<file path="src/hdl/wra_pkg.sv">
// Shared types and constants for the write range authorization block.
// Used by wra_ctrl, wra_dp and write_range_authorization; no dependencies.
package wra_pkg;

	// Table size default and fixed field widths
	localparam int MAX_RANGES_DEF = 64;
	localparam int CFG_W          = 33;
	localparam int CFG_IDX_W      = 2;
	localparam int ADDR_W         = 32;
	localparam int END_W          = 33;
	localparam int SLOT_W         = 6;
	localparam int RCOUNT_W       = 7;

	// Reset value of the capacity configuration register
	localparam logic [CFG_W-1:0] CAPACITY_RESET = 33'd33554432;

	// Protected regions, half-open [lo, hi)
	localparam logic [END_W-1:0] PROT1A_LO = 33'h0000000;
	localparam logic [END_W-1:0] PROT1A_HI = 33'h0010000;
	localparam logic [END_W-1:0] PROT1B_LO = 33'h0040000;
	localparam logic [END_W-1:0] PROT1B_HI = 33'h0060000;
	localparam logic [END_W-1:0] PROT2_LO  = 33'h07F0000;
	localparam logic [END_W-1:0] PROT2_HI  = 33'h0810000;

	// Protection mode codes
	localparam logic [1:0] PMODE_NONE = 2'd0;
	localparam logic [1:0] PMODE_LOW  = 2'd1;
	localparam logic [1:0] PMODE_HIGH = 2'd2;

	// Operation codes
	localparam logic OP_CHECK = 1'b0;
	localparam logic OP_LOAD  = 1'b1;

	// Configuration register indexes
	typedef enum logic [CFG_IDX_W-1:0] {
		REG_STRICT   = 2'd0,
		REG_PROTECT  = 2'd1,
		REG_CAPACITY = 2'd2,
		REG_RCOUNT   = 2'd3
	} reg_idx_t;

	// Controller to datapath commands
	typedef struct packed {
		logic capture;      // latch request fields, write table on a load
		logic sweep_start;  // begin one pass over the range table
		logic advance;      // move cursor to furthest reach found
		logic finish;       // post a result next cycle
		logic result;       // value of allowed for that result
	} wra_cmd_t;

	// Datapath to controller status
	typedef struct packed {
		logic pre_ok;       // nonzero length, inside capacity, clear of protection
		logic strict;       // strict mode register
		logic n_zero;       // no usable table entries
		logic sweep_done;   // last entry of the pass evaluated this cycle
		logic stuck;        // pass found no further reach
		logic reach;        // furthest reach covers the span end
	} wra_sts_t;

endpackage

</file>
<file path="src/hdl/wra_ctrl.sv">
// Sequencing state machine for the write range authorization block.
// Depends on wra_pkg for command and status structs.
module wra_ctrl (
	input  logic              clk,
	input  logic              arst_n,
	input  logic              start,
	input  logic              operation,
	input  wra_pkg::wra_sts_t sts,
	output wra_pkg::wra_cmd_t cmd,
	output logic              busy
);
	import wra_pkg::*;

	typedef enum logic [3:0] {
		ST_IDLE  = 4'b0001,
		ST_CHECK = 4'b0010,
		ST_SWEEP = 4'b0100,
		ST_STEP  = 4'b1000
	} state_t;

	state_t state_q;
	state_t state_d;

	// State register
	always_ff @(posedge clk or negedge arst_n) begin
		if (!arst_n) begin
			state_q <= ST_IDLE;
		end else begin
			state_q <= state_d;
		end
	end

	// Next state and commands
	always_comb begin
		state_d = state_q;
		cmd     = '0;
		case (state_q)
			ST_IDLE: begin
				if (start) begin
					cmd.capture = 1'b1;
					if (operation == OP_LOAD) begin
						// load acknowledged with allowed low
						cmd.finish = 1'b1;
						cmd.result = 1'b0;
					end else begin
						state_d = ST_CHECK;
					end
				end
			end
			ST_CHECK: begin
				if (!sts.pre_ok) begin
					cmd.finish = 1'b1;
					cmd.result = 1'b0;
					state_d    = ST_IDLE;
				end else if (!sts.strict) begin
					cmd.finish = 1'b1;
					cmd.result = 1'b1;
					state_d    = ST_IDLE;
				end else if (sts.n_zero) begin
					cmd.finish = 1'b1;
					cmd.result = 1'b0;
					state_d    = ST_IDLE;
				end else begin
					cmd.sweep_start = 1'b1;
					state_d         = ST_SWEEP;
				end
			end
			ST_SWEEP: begin
				if (sts.sweep_done) begin
					state_d = ST_STEP;
				end
			end
			ST_STEP: begin
				if (sts.stuck) begin
					cmd.finish = 1'b1;
					cmd.result = 1'b0;
					state_d    = ST_IDLE;
				end else if (sts.reach) begin
					cmd.finish = 1'b1;
					cmd.result = 1'b1;
					state_d    = ST_IDLE;
				end else begin
					cmd.advance     = 1'b1;
					cmd.sweep_start = 1'b1;
					state_d         = ST_SWEEP;
				end
			end
			default: begin
				state_d = ST_IDLE;
			end
		endcase
	end

	assign busy = (state_q != ST_IDLE);

endmodule

</file>
<file path="src/hdl/wra_dp.sv">
// Datapath: configuration registers, range table memory, span checks and cursor.
// Depends on wra_pkg; driven by wra_ctrl commands.
module wra_dp #(
	parameter int MAX_RANGES = wra_pkg::MAX_RANGES_DEF
) (
	input  logic                        clk,
	input  logic                        arst_n,
	input  logic                        cfg_we,
	input  logic [wra_pkg::CFG_IDX_W-1:0] cfg_index,
	input  logic [wra_pkg::CFG_W-1:0]   cfg_data,
	input  logic                        operation,
	input  logic [wra_pkg::ADDR_W-1:0]  offset,
	input  logic [wra_pkg::ADDR_W-1:0]  length,
	input  logic [wra_pkg::SLOT_W-1:0]  entry_index,
	input  wra_pkg::wra_cmd_t           cmd,
	output wra_pkg::wra_sts_t           sts,
	output logic                        done,
	output logic                        allowed
);
	import wra_pkg::*;

	localparam int IDX_W = (MAX_RANGES > 1) ? $clog2(MAX_RANGES) : 1;
	localparam int CNT_W = $clog2(MAX_RANGES + 1);

	// Configuration registers
	logic                strict_q;
	logic [1:0]          protect_q;
	logic [CFG_W-1:0]    capacity_q;
	logic [RCOUNT_W-1:0] rcount_q;

	// Span and cursor
	logic [ADDR_W-1:0] s_q;
	logic [END_W-1:0]  e_q;
	logic [END_W-1:0]  cur_q;
	logic [END_W-1:0]  best_q;

	// Table sweep
	logic [2*ADDR_W-1:0] mem [MAX_RANGES];
	logic [CNT_W-1:0]    rd_idx_q;
	logic                issuing_q;
	logic                rvalid_s1;
	logic                last_s1;
	logic [2*ADDR_W-1:0] rdata_s1;

	logic                done_q;
	logic                allowed_q;

	logic [CNT_W-1:0]    n_use;
	logic [CNT_W-1:0]    n_last;
	logic                slot_ok;
	logic                mem_we;
	logic [IDX_W-1:0]    wr_addr;
	logic [IDX_W-1:0]    rd_addr;
	logic [END_W-1:0]    ent_start;
	logic [END_W-1:0]    ent_end;
	logic [END_W-1:0]    s_ext;
	logic                forbidden;

	// Configuration writes
	always_ff @(posedge clk or negedge arst_n) begin
		if (!arst_n) begin
			strict_q   <= 1'b1;
			protect_q  <= PMODE_NONE;
			capacity_q <= CAPACITY_RESET;
			rcount_q   <= '0;
		end else if (cfg_we) begin
			case (cfg_index)
				REG_STRICT:   strict_q   <= cfg_data[0];
				REG_PROTECT:  protect_q  <= cfg_data[1:0];
				REG_CAPACITY: capacity_q <= cfg_data;
				REG_RCOUNT:   rcount_q   <= cfg_data[RCOUNT_W-1:0];
				default: ;
			endcase
		end
	end

	// Usable entry count, clamped to table depth
	assign n_use  = (32'(rcount_q) > 32'(MAX_RANGES)) ? CNT_W'(MAX_RANGES)
	                                                 : CNT_W'(rcount_q);
	assign n_last = n_use - CNT_W'(1);

	// Table write on a load to an existing slot
	assign slot_ok = (32'(entry_index) < 32'(MAX_RANGES));
	assign mem_we  = cmd.capture && (operation == OP_LOAD) && slot_ok;
	assign wr_addr = IDX_W'(entry_index);
	assign rd_addr = rd_idx_q[IDX_W-1:0];

	// Range table memory, registered read
	always_ff @(posedge clk) begin
		if (mem_we) begin
			mem[wr_addr] <= {offset, length};
		end
		if (issuing_q) begin
			rdata_s1 <= mem[rd_addr];
			last_s1  <= (rd_idx_q == n_last);
		end
	end

	// Sweep address sequencing
	always_ff @(posedge clk or negedge arst_n) begin
		if (!arst_n) begin
			issuing_q <= 1'b0;
			rvalid_s1 <= 1'b0;
		end else begin
			rvalid_s1 <= issuing_q;
			if (cmd.sweep_start) begin
				issuing_q <= 1'b1;
			end else if (issuing_q && (rd_idx_q == n_last)) begin
				issuing_q <= 1'b0;
			end
		end
	end

	always_ff @(posedge clk) begin
		if (cmd.sweep_start) begin
			rd_idx_q <= '0;
		end else if (issuing_q) begin
			rd_idx_q <= rd_idx_q + CNT_W'(1);
		end
	end

	// Entry bounds, 33 bits so ends never wrap
	assign ent_start = {1'b0, rdata_s1[2*ADDR_W-1:ADDR_W]};
	assign ent_end   = ent_start + {1'b0, rdata_s1[ADDR_W-1:0]};

	// Span capture, cursor and furthest reach
	always_ff @(posedge clk) begin
		if (cmd.capture) begin
			s_q    <= offset;
			e_q    <= {1'b0, offset} + {1'b0, length};
			cur_q  <= {1'b0, offset};
			best_q <= {1'b0, offset};
		end else begin
			if (cmd.advance) begin
				cur_q <= best_q;
			end
			if (rvalid_s1 && (ent_start <= cur_q) && (ent_end > best_q)) begin
				best_q <= ent_end;
			end
		end
	end

	// Capacity and protected region test
	assign s_ext = {1'b0, s_q};
	always_comb begin
		forbidden = (e_q > capacity_q);
		case (protect_q)
			PMODE_LOW: begin
				if ((s_ext < PROT1A_HI) && (PROT1A_LO < e_q)) forbidden = 1'b1;
				if ((s_ext < PROT1B_HI) && (PROT1B_LO < e_q)) forbidden = 1'b1;
			end
			PMODE_HIGH: begin
				if ((s_ext < PROT2_HI) && (PROT2_LO < e_q)) forbidden = 1'b1;
			end
			default: ;
		endcase
	end

	always_comb begin
		sts.pre_ok     = (e_q != s_ext) && !forbidden;
		sts.strict     = strict_q;
		sts.n_zero     = (n_use == '0);
		sts.sweep_done = rvalid_s1 && last_s1;
		sts.stuck      = (best_q == cur_q);
		sts.reach      = (best_q >= e_q);
	end

	// Result strobe
	always_ff @(posedge clk or negedge arst_n) begin
		if (!arst_n) begin
			done_q    <= 1'b0;
			allowed_q <= 1'b0;
		end else begin
			done_q <= cmd.finish;
			if (cmd.finish) begin
				allowed_q <= cmd.result;
			end
		end
	end

	assign done    = done_q;
	assign allowed = allowed_q;

endmodule

</file>
<file path="src/hdl/write_range_authorization.sv">
// Top level of the write range authorization block.
// Depends on wra_pkg, wra_ctrl and wra_dp.
//
// Usage:
//   A request is taken at a rising edge with start high and busy low.
//   operation selects a load of one allowed range (offset, length) into
//   table slot entry_index, or a check of the span [offset, offset+length).
//   Every request yields one result: done is high for exactly one cycle
//   with allowed valid; loads always return allowed low. The receiver
//   cannot hold results off, so done is a single-cycle strobe.
//   Configuration: cfg_we, cfg_index, cfg_data write strict_mode,
//   protect_mode, store capacity and range_count; write only while idle.
// Sequencing (from accept to done):
//   a load posts done straight from idle; a check passes the CHECK state,
//   which posts done on an early refusal or with strict mode off. A strict
//   check then takes k cursor steps, at most n+1, n = range count clamped to
//   the table depth. Each step is one pass over the table through its single registered read port.
// One request is in flight at a time; a new request may be taken in the
//   cycle its predecessor's done is shown.
// Reset: clears control state and restores register defaults; the range
//   table is not cleared and must be loaded before use.
module write_range_authorization #(
	parameter int MAX_RANGES = wra_pkg::MAX_RANGES_DEF
) (
	input  logic                          clk,
	input  logic                          arst_n,
	input  logic                          start,
	output logic                          busy,
	input  logic                          operation,
	input  logic [wra_pkg::ADDR_W-1:0]    offset,
	input  logic [wra_pkg::ADDR_W-1:0]    length,
	input  logic [wra_pkg::SLOT_W-1:0]    entry_index,
	output logic                          done,
	output logic                          allowed,
	input  logic                          cfg_we,
	input  logic [wra_pkg::CFG_IDX_W-1:0] cfg_index,
	input  logic [wra_pkg::CFG_W-1:0]     cfg_data
);
	import wra_pkg::*;

	wra_cmd_t cmd;
	wra_sts_t sts;

	// Sequencer
	wra_ctrl u_ctrl (
		.clk       (clk),
		.arst_n    (arst_n),
		.start     (start),
		.operation (operation),
		.sts       (sts),
		.cmd       (cmd),
		.busy      (busy)
	);

	// Datapath
	wra_dp #(
		.MAX_RANGES (MAX_RANGES)
	) u_dp (
		.clk         (clk),
		.arst_n      (arst_n),
		.cfg_we      (cfg_we),
		.cfg_index   (cfg_index),
		.cfg_data    (cfg_data),
		.operation   (operation),
		.offset      (offset),
		.length      (length),
		.entry_index (entry_index),
		.cmd         (cmd),
		.sts         (sts),
		.done        (done),
		.allowed     (allowed)
	);

`ifndef SYNTHESIS
	// Results only appear once the sequencer has returned to idle
	a_done_idle: assert property (@(posedge clk) disable iff (!arst_n)
		done |-> !busy)
		else $error("result posted while busy");

	// A load is acknowledged on the next cycle with allowed low
	a_load_ack: assert property (@(posedge clk) disable iff (!arst_n)
		(start && !busy && (operation == OP_LOAD)) |=> (done && !allowed))
		else $error("load not acknowledged");

	// A zero-length check is refused from the CHECK state with allowed low
	a_zero_len: assert property (@(posedge clk) disable iff (!arst_n)
		(start && !busy && (operation == OP_CHECK) && (length == '0))
			|-> ##2 (done && !allowed))
		else $error("zero-length span not refused");
`endif

endmodule
</file>
<file path="config.mk">
export PLATFORM = sky130hd
export DESIGN_NAME = write_range_authorization
export DESIGN_NICKNAME = d
export VERILOG_FILES = /design/src/hdl/wra_pkg.sv /design/src/hdl/wra_ctrl.sv /design/src/hdl/wra_dp.sv /design/src/hdl/write_range_authorization.sv
export SDC_FILE = /design/constraint.sdc
export NUM_CORES = 2
export LEC_CHECK = 0
export CAP_MARGIN = 20
export CORE_ASPECT_RATIO = 1.4
export CORE_MARGIN = 2
export CORE_UTILIZATION = 57
export DETAILED_ROUTE_END_ITERATION = 12
export DONT_BUFFER_PORTS = 1
export PLACE_DENSITY = 0.77
export SYNTH_ARGS = -nofsm -noshare
export SYNTH_HDL_FRONTEND = slang
export SYNTH_SLANG_ARGS = --single-unit
</file>
<file path="constraint.sdc">
create_clock -name clk -period 5.1 [get_ports clk]
set_clock_uncertainty 0.2 [all_clocks]
set_input_delay 0.765 -clock clk [delete_from_list [all_inputs] [get_ports clk]]
set_output_delay 0.765 -clock clk [all_outputs]
set_load 0.01 [all_outputs]
</file>
## After elaboration in Yosys (flattened, before gate mapping)

Memories as Yosys holds them, arrays and structs flattened. A register that Yosys moved wholly into a read port is not among the register bits.
Index checks and enable logic that the tools add are counted.

- Logic and storage cells: 108
- Memories kept: 1
- Output and inout bits: 3
- RAM bits: 4096
- Input port bits: 110
- Register bits after elaboration: 190

- Reductions and logical operators: 20
- Order comparisons: 11
- Equality and inequality tests: 16
- $add $sub $neg: 4
- Muxes and demuxes: 39

Memory list:

| name | words | width | rd ports | clocked after memory_dff | write ports | RTL line | source |
|---|---|---|---|---|---|---|---|
| u_dp.mem | 64 | 64 | 1 | 1 | 1 | wra_dp.sv:38 | `logic [2*ADDR_W-1:0] mem [MAX_RANGES];` |

Operators with widths:

| cell | count |
|---|---|
| 2-to-1 mux 32 bit | 4 |
| adder 32 x 32 -> 33 bit | 2 |
| greater-than comparator 33 bit | 2 |
| == test 33 bit | 1 |
| >= comparator 33 bit | 1 |
| less-or-equal comparator 32 x 33 -> 1 bit | 1 |
| less-than comparator 1 x 33 -> 1 bit, first input constant | 1 |
| less-than comparator 19 x 33 -> 1 bit, first input constant | 1 |
| less-than comparator 23 x 33 -> 1 bit, first input constant | 1 |
| != test 33 x 32 -> 1 bit | 1 |
| less-than comparator 32 x 17 -> 1 bit, second input constant | 1 |
| less-than comparator 32 x 19 -> 1 bit, second input constant | 1 |
| less-than comparator 32 x 24 -> 1 bit, second input constant | 1 |
| 2-to-1 mux 2 bit | 9 |
| 2-to-1 mux 4 bit | 4 |
| case mux 4 bit (4 select lines) | 1 |
| 2-to-1 mux 1 bit | 13 |
| 2-to-1 mux 3 bit | 4 |
| logical AND 1 bit | 9 |
| AND reduction 2 bit | 4 |
| adder 7 x 1 -> 7 bit, second input constant | 1 |
| == test 7 bit | 1 |
| greater-than comparator 7 bit, second input constant | 1 |
| logical NOT 7 bit | 1 |
| other kinds (16) | 24 |

## Longest topological paths before layout

- Depth in word-level cells: 10
- Gate-level depth with buffers: 21
- Depth with buffers taken out: 21

## Hierarchy

From an unflattened synthesis, not the netlist that was laid out.

- Cells, all modules: 7407
- Area total of the unflattened synthesis: 171498.2 um2

By module, submodules not included:

| module | cells each | instances | seq. area each (um2) | area each (um2) |
|---|---|---|---|---|
| wra_dp | 7373 | 1 | 130182.4 | 171196.7 |
| wra_ctrl | 34 | 1 | 101.3 | 301.5 |

## Least setup slack after synthesis

Ideal clock, no wire load.

- Kind: register to register
- Start: register u_ctrl.state_q[0]
- End: memory u_dp.mem[60][0] in the netlist's numbering (enable)
- Stages on the path, launching flop included: 9
- Arrival time: 4754 ps
- Slack: -341 ps
- Period minus slack after synthesis: 5441 ps
- Setup time: 487 ps
- Path buffers: 2
- Required time: 4413 ps
- Cells stage by stage: dfstp_2 > inv_1 > nor4_1 > nand2_1 > inv_1 > clkbuf_1 > buf_1 > nand3_1 > nor2_1

- Cells in the longest elaborated chain, start to end: 5

RTL lines:

| what | RTL line | source |
|---|---|---|
| start, declared | wra_ctrl.sv:21 | `state_t state_q;` |
| start signal, assigned | wra_ctrl.sv:29 | `state_q <= state_d;` |
| == test 4 x 1 -> 1 bit | wra_ctrl.sv:37 | `case (state_q)` |
| 2-to-1 mux 1 bit | wra_ctrl.sv:37 |  |
| logical AND 1 bit | wra_dp.sv:84 | `assign mem_we = cmd.capture && (operation == OP_LOAD) && slot_ok;` |
| 2-to-1 mux 1 bit | wra_dp.sv:90 | `if (mem_we) begin` |
| 2-to-1 mux 1 bit (not written as such) | wra_dp.sv:91 | `mem[wr_addr] <= {offset, length};` |
| end, declared | wra_dp.sv:38 |  |

Every way passes these cells.

## Final worst setup path

- Start: register u_dp.rdata_s1[32] (read register of u_dp.mem)
- End: register u_dp.best_q[17] (enable)

- Cells in the longest elaborated chain, start to end: 4
- Elaborated cells on any way between the ends: 6
- Classes of those cells: add/sub (1); order compare (2); reduce/logical (3)

RTL lines:

| what | RTL line | source |
|---|---|---|
| start, declared | wra_dp.sv:43 | `logic [2*ADDR_W-1:0] rdata_s1;` |
| adder 32 x 32 -> 33 bit | wra_dp.sv:124 | `assign ent_end = ent_start + {1'b0, rdata_s1[ADDR_W-1:0]};` |
| net u_dp.ent_end[32] | wra_dp.sv:55 | `logic [END_W-1:0] ent_end;` |
| greater-than comparator 33 bit | wra_dp.sv:137 | `if (rvalid_s1 && (ent_start <= cur_q) && (ent_end > best_q)) begin` |
| logical AND 1 bit | wra_dp.sv:137 |  |
| nonzero test 2 bit (no line) | n/a |  |
| end signal, assigned | wra_dp.sv:132 | `best_q <= {1'b0, offset};` |
| end signal, assigned | wra_dp.sv:138 | `best_q <= ent_end;` |
| end, declared | wra_dp.sv:35 | `logic [END_W-1:0] best_q;` |

The timed path passes the listed nets, and every way through them passes these cells.
A chain may end at the register's enable or synchronous reset.

==> impl_metrics.csv <==
group,metric,value,unit
final_layout,layout-drive-gt1-share,29.9,%
sta,min_period_over_period,95.1,%
die,rows,238,
clock_network,clockBufferDepth,4,
worst_setup_path,max_stage_delay,0.40,ns
worst_setup_path,cp_cell_sequence,"ha_2 > fa_2 > a211oi_2 > o21ai_1 > buf_4 > nand3_1 > nand2_2 > o21ai_4 > o211ai_1 > buf_4 > a221oi_2 > o31ai_1 > ha_1 > nand4_1 > nor2_2 > nand2_2 > nor2_4 > buf_4 > o41ai_2 > nand4b_1 > nand3_2 > nand2_4 > buf_4",
worst_setup_path,cp.arrival,5.27,ns
global_routing,grt_max_degree,135,
worst_setup_path,crit_path_top_delay_cell,"edfxtp_1",
global_routing,grt_util_met2,58.6,%
synth,yosys_register_bits,4350,
drt,drt-initial-drc-count,15900,
die,start_util,57.1,%
synth,synth_enable_flop_cells,4290,
global_routing,antenna_found_initial,86,
drt,ant_nets,0,
power_and_ir_drop,p_per_area,536,nW/um^2
global_routing,grt_busiest_layer,"met2",
sta,max_clock_freq,206,MHz
sta,setup_viol,0,
worst_setup_path,crit_top_cell,"buf_4",
global_routing,grt_pass1_wl,748000,um
drt,vias,89900,
power_and_ir_drop,p_clk_share,28.6,%
power_and_ir_drop,p_comb_share,31.7,%
worst_setup_path,startpoint_type,"register",
synth,syn_avg_cell_area,23.2,um^2
synth,netlist_area,171000,um^2
synth,ys_seq_area_share,76.1,%
clock_network,clk_latency,0.97,ns
synth,syn_nets,7673,
synth,yosys.area.top_type,"edfxtp_1",
synth,synth_cells,7362,
clock_network,cts_made_buffers,391,
worst_setup_path,worstPathMaxFanout,9,
drt,vias_per_cell,7.31,
clock_network,cts_tree,"yes",
sta,min_period,4.85,ns
global_routing,gr-usage-met1,43.7,%
synth,ys_top_cells_by_area,"edfxtp_1 75%, mux4_2 18%, ha_1 1.5%",
die,coreArea,300000,um^2
power_and_ir_drop,p_seq_share,39.7,%
synth,yosys_warnings,0,
sta,finalMaxSlewViolations,0,
sta,relSlewSlack,16.9,%
global_routing,use_met3,8.71,%
power_and_ir_drop,irDropWorstVdd,0.360,mV
drt,finalWirelength,551000,um
sta,tns,0,ns
sta,tightest_slew,1.25,ns
run,drv_cap,0,
die,fp.dieArea,305000,um^2
sta,layout_setup_ws,0.249,ns
drt,drtPass1Iterations,8,
worst_setup_path,reg2reg_depth,23,
global_routing,first_global_vias,89500,
clock_network,clk_pin_slew,0.07,ns
worst_setup_path,worstSetupPathType,"reg -> reg",
final_layout,nets,8249,
die,die_w,467,um
placement,port_buffers,0,
worst_setup_path,critPathRequiredTime,5.52,ns
power_and_ir_drop,switching_share,31.1,%
synth,async_flop_share,1.17,%
die,die_height,652,um
placement,globalplace.congestion,0.966,
placement,hpwl,283000,um
global_routing,grt_usage,36.4,%
worst_hold_path,whs_path_depth,1,
placement,pre_cts_ws,-0.325,ns
sta,hold_ws,0.0244,ns
outcome,status,"completed",
drt,wire_per_inst,44.8,um
drt,remaining_drc_errors,0,
power_and_ir_drop,p_sw,32.5,mW
worst_hold_path,hold_class,"in -> reg",
power_and_ir_drop,p_leak,61.9,nW
clock_network,cts_sinks,4350,
sta,rsz0062_at_grt,"no",
power_and_ir_drop,power.internal,72.1,mW
global_routing,grt_overflow,0,
clock_network,h-tree-depth,5,
final_layout,area.growth.synth_to_final,14.0,%
synth,yosysTopAreaCellShare,75.3,%
clock_network,ctsRootBufferMaster,"clkbuf_16",
synth,ys_types,70,
synth,ys.flop_type,"edfxtp_1",
die,io_pins,113,
worst_setup_path,end_kind,"register",
sta,hold_viol,0,
cell usage after synthesis (all sizes together), types with 6 or more instances:
| master | n |
|---|---|
| mux2 | 44 |
| clkbuf | 189 |
| nor4 | 30 |
| a21bo | 9 |
| o31a | 6 |
| nand2 | 134 |
| ha | 199 |
| nand3 | 27 |
| xor2 | 70 |
| mux4 | 1344 |
| inv | 159 |
| nor2 | 133 |
| o21ai | 86 |
| o31ai | 9 |
| nand4 | 45 |
| nor3 | 24 |
| dfxtp | 9 |
| a211oi | 14 |
| edfxtp | 4290 |
| buf | 134 |
| or3 | 7 |
| nor2b | 17 |
| o21bai | 10 |
| o22ai | 6 |
| nand3b | 7 |
| o21a | 15 |
| a21o | 61 |
| dfrtp | 48 |
| o211ai | 7 |
| a21oi | 95 |
| xnor2 | 64 |
| a31oi | 6 |
worst max-delay path, delay by kind of cell, from the launching register on:
family                   cells  cell delay [ns]
AO/OA/AOI/OAI                7             1.22
adder cells (fa/ha/maj)      3             0.90
buffers and inverters        4             0.71
flip-flops                   1             0.40
AND/OR/NAND/NOR              9             1.12
flip-flops by register name, indices dropped and copies added, names as in the netlist:
register,flops
u_ctrl.state_q,4
u_dp.allowed,1
u_dp.best_q,33
u_dp.capacity_q,33
u_dp.cur_q,33
u_dp.done,1
u_dp.e_q,33
u_dp.issuing_q,1
u_dp.last_s1,1
u_dp.mem,4096
u_dp.protect_q,2
u_dp.rcount_q,7
u_dp.rd_idx_q,7
u_dp.rdata_s1,64
u_dp.rvalid_s1,1
u_dp.s_q,32
u_dp.strict_q,1
placed cells by master, fill, tap and decap left out, types with 64 or more instances in the layout:
cell,count
a21oi_1,94
buf_12,137
buf_4,223
clkbuf_1,75
clkbuf_16,396
clkinv_1,85
diode_2,89
dlygate4sd3_1,84
edfxtp_1,4290
ha_1,198
inv_1,158
mux4_2,1344
nand2_1,130
nor2_1,66
nor2_4,65
o21ai_0,81
xnor2_1,64
xor2_1,70
cell families after synthesis:
family | share of synthesized area [%]
flip-flops | 76.1
multiplexers | 18.0
buffers and inverters | 1.15
AND/OR/NAND/NOR | 1.24
AO/OA/AOI/OAI | 1.32
adder cells (fa/ha/maj) | 1.48
XOR/XNOR | 0.686
power groups by stage:
stage                     Combinational, mW  Clock [mW]  Sequential [mW]
after CTS                              32.5        29.8             41.5
after detailed placement               30.9           0             42.3
after global placement                 30.7           0             42.3
after floorplan                        20.5           0             41.6
final                                  33.1        29.9             41.6
after global routing                   34.3        31.1             41.6
stage by stage:
step                instances  utilization, %  instance area [um^2]  power, mW
floorplan                7362               -                171000       62.1
global placement        11400            59.9                180000       73.0
detailed placement      11400            59.9                180000       73.2
CTS                     12200            65.0                195000        104
global route            12300            65.1                195000        107
finish                  12300            65.1                195000        105
final timing paths:
check | slack (ns) | from | end
min | 0.02 | offset[30] | u_dp.s_q[30]
min reg2reg | 0.31 | u_dp.capacity_q[4] | u_dp.capacity_q[4]
max | 0.25 | u_dp.rdata_s1[32] | u_dp.best_q[17]
min in group asynchronous | 0.33 | arst_n | u_dp.capacity_q[10]
max reg2reg | 0.25 | u_dp.rdata_s1[32] | u_dp.best_q[17]
max in group asynchronous | 4.04 | arst_n | u_dp.strict_q
layout make-up:
cell class,count,area [um^2]
diodes,89,223
clock buffers,471,10200
clock inverters,238,2400
fillers,18400,104000
inverters,159,599
multi-input cells,2530,39500
flip-flops and latches,4350,130000
well taps,3960,4950
repair buffers,506,6960
per-layer routing:
metal / vias up / share of wire, %
met5: - / 0.070
met4: 56 / 8.5
met3: 1951 / 12
met2: 8291 / 49
met1: 46900 / 31
li1: 32700 / -
repair_timing:
action                                  CTS  global route
setup endpoints to repair                33            32
resized for setup                        15            14
endpoints found under the hold margin  4287             0
buffers inserted                          1             3
pin swaps                                 4            11
hold buffers                            149             0
cloned                                    1             0
Note: power is estimated with default switching activity, not from simulation.
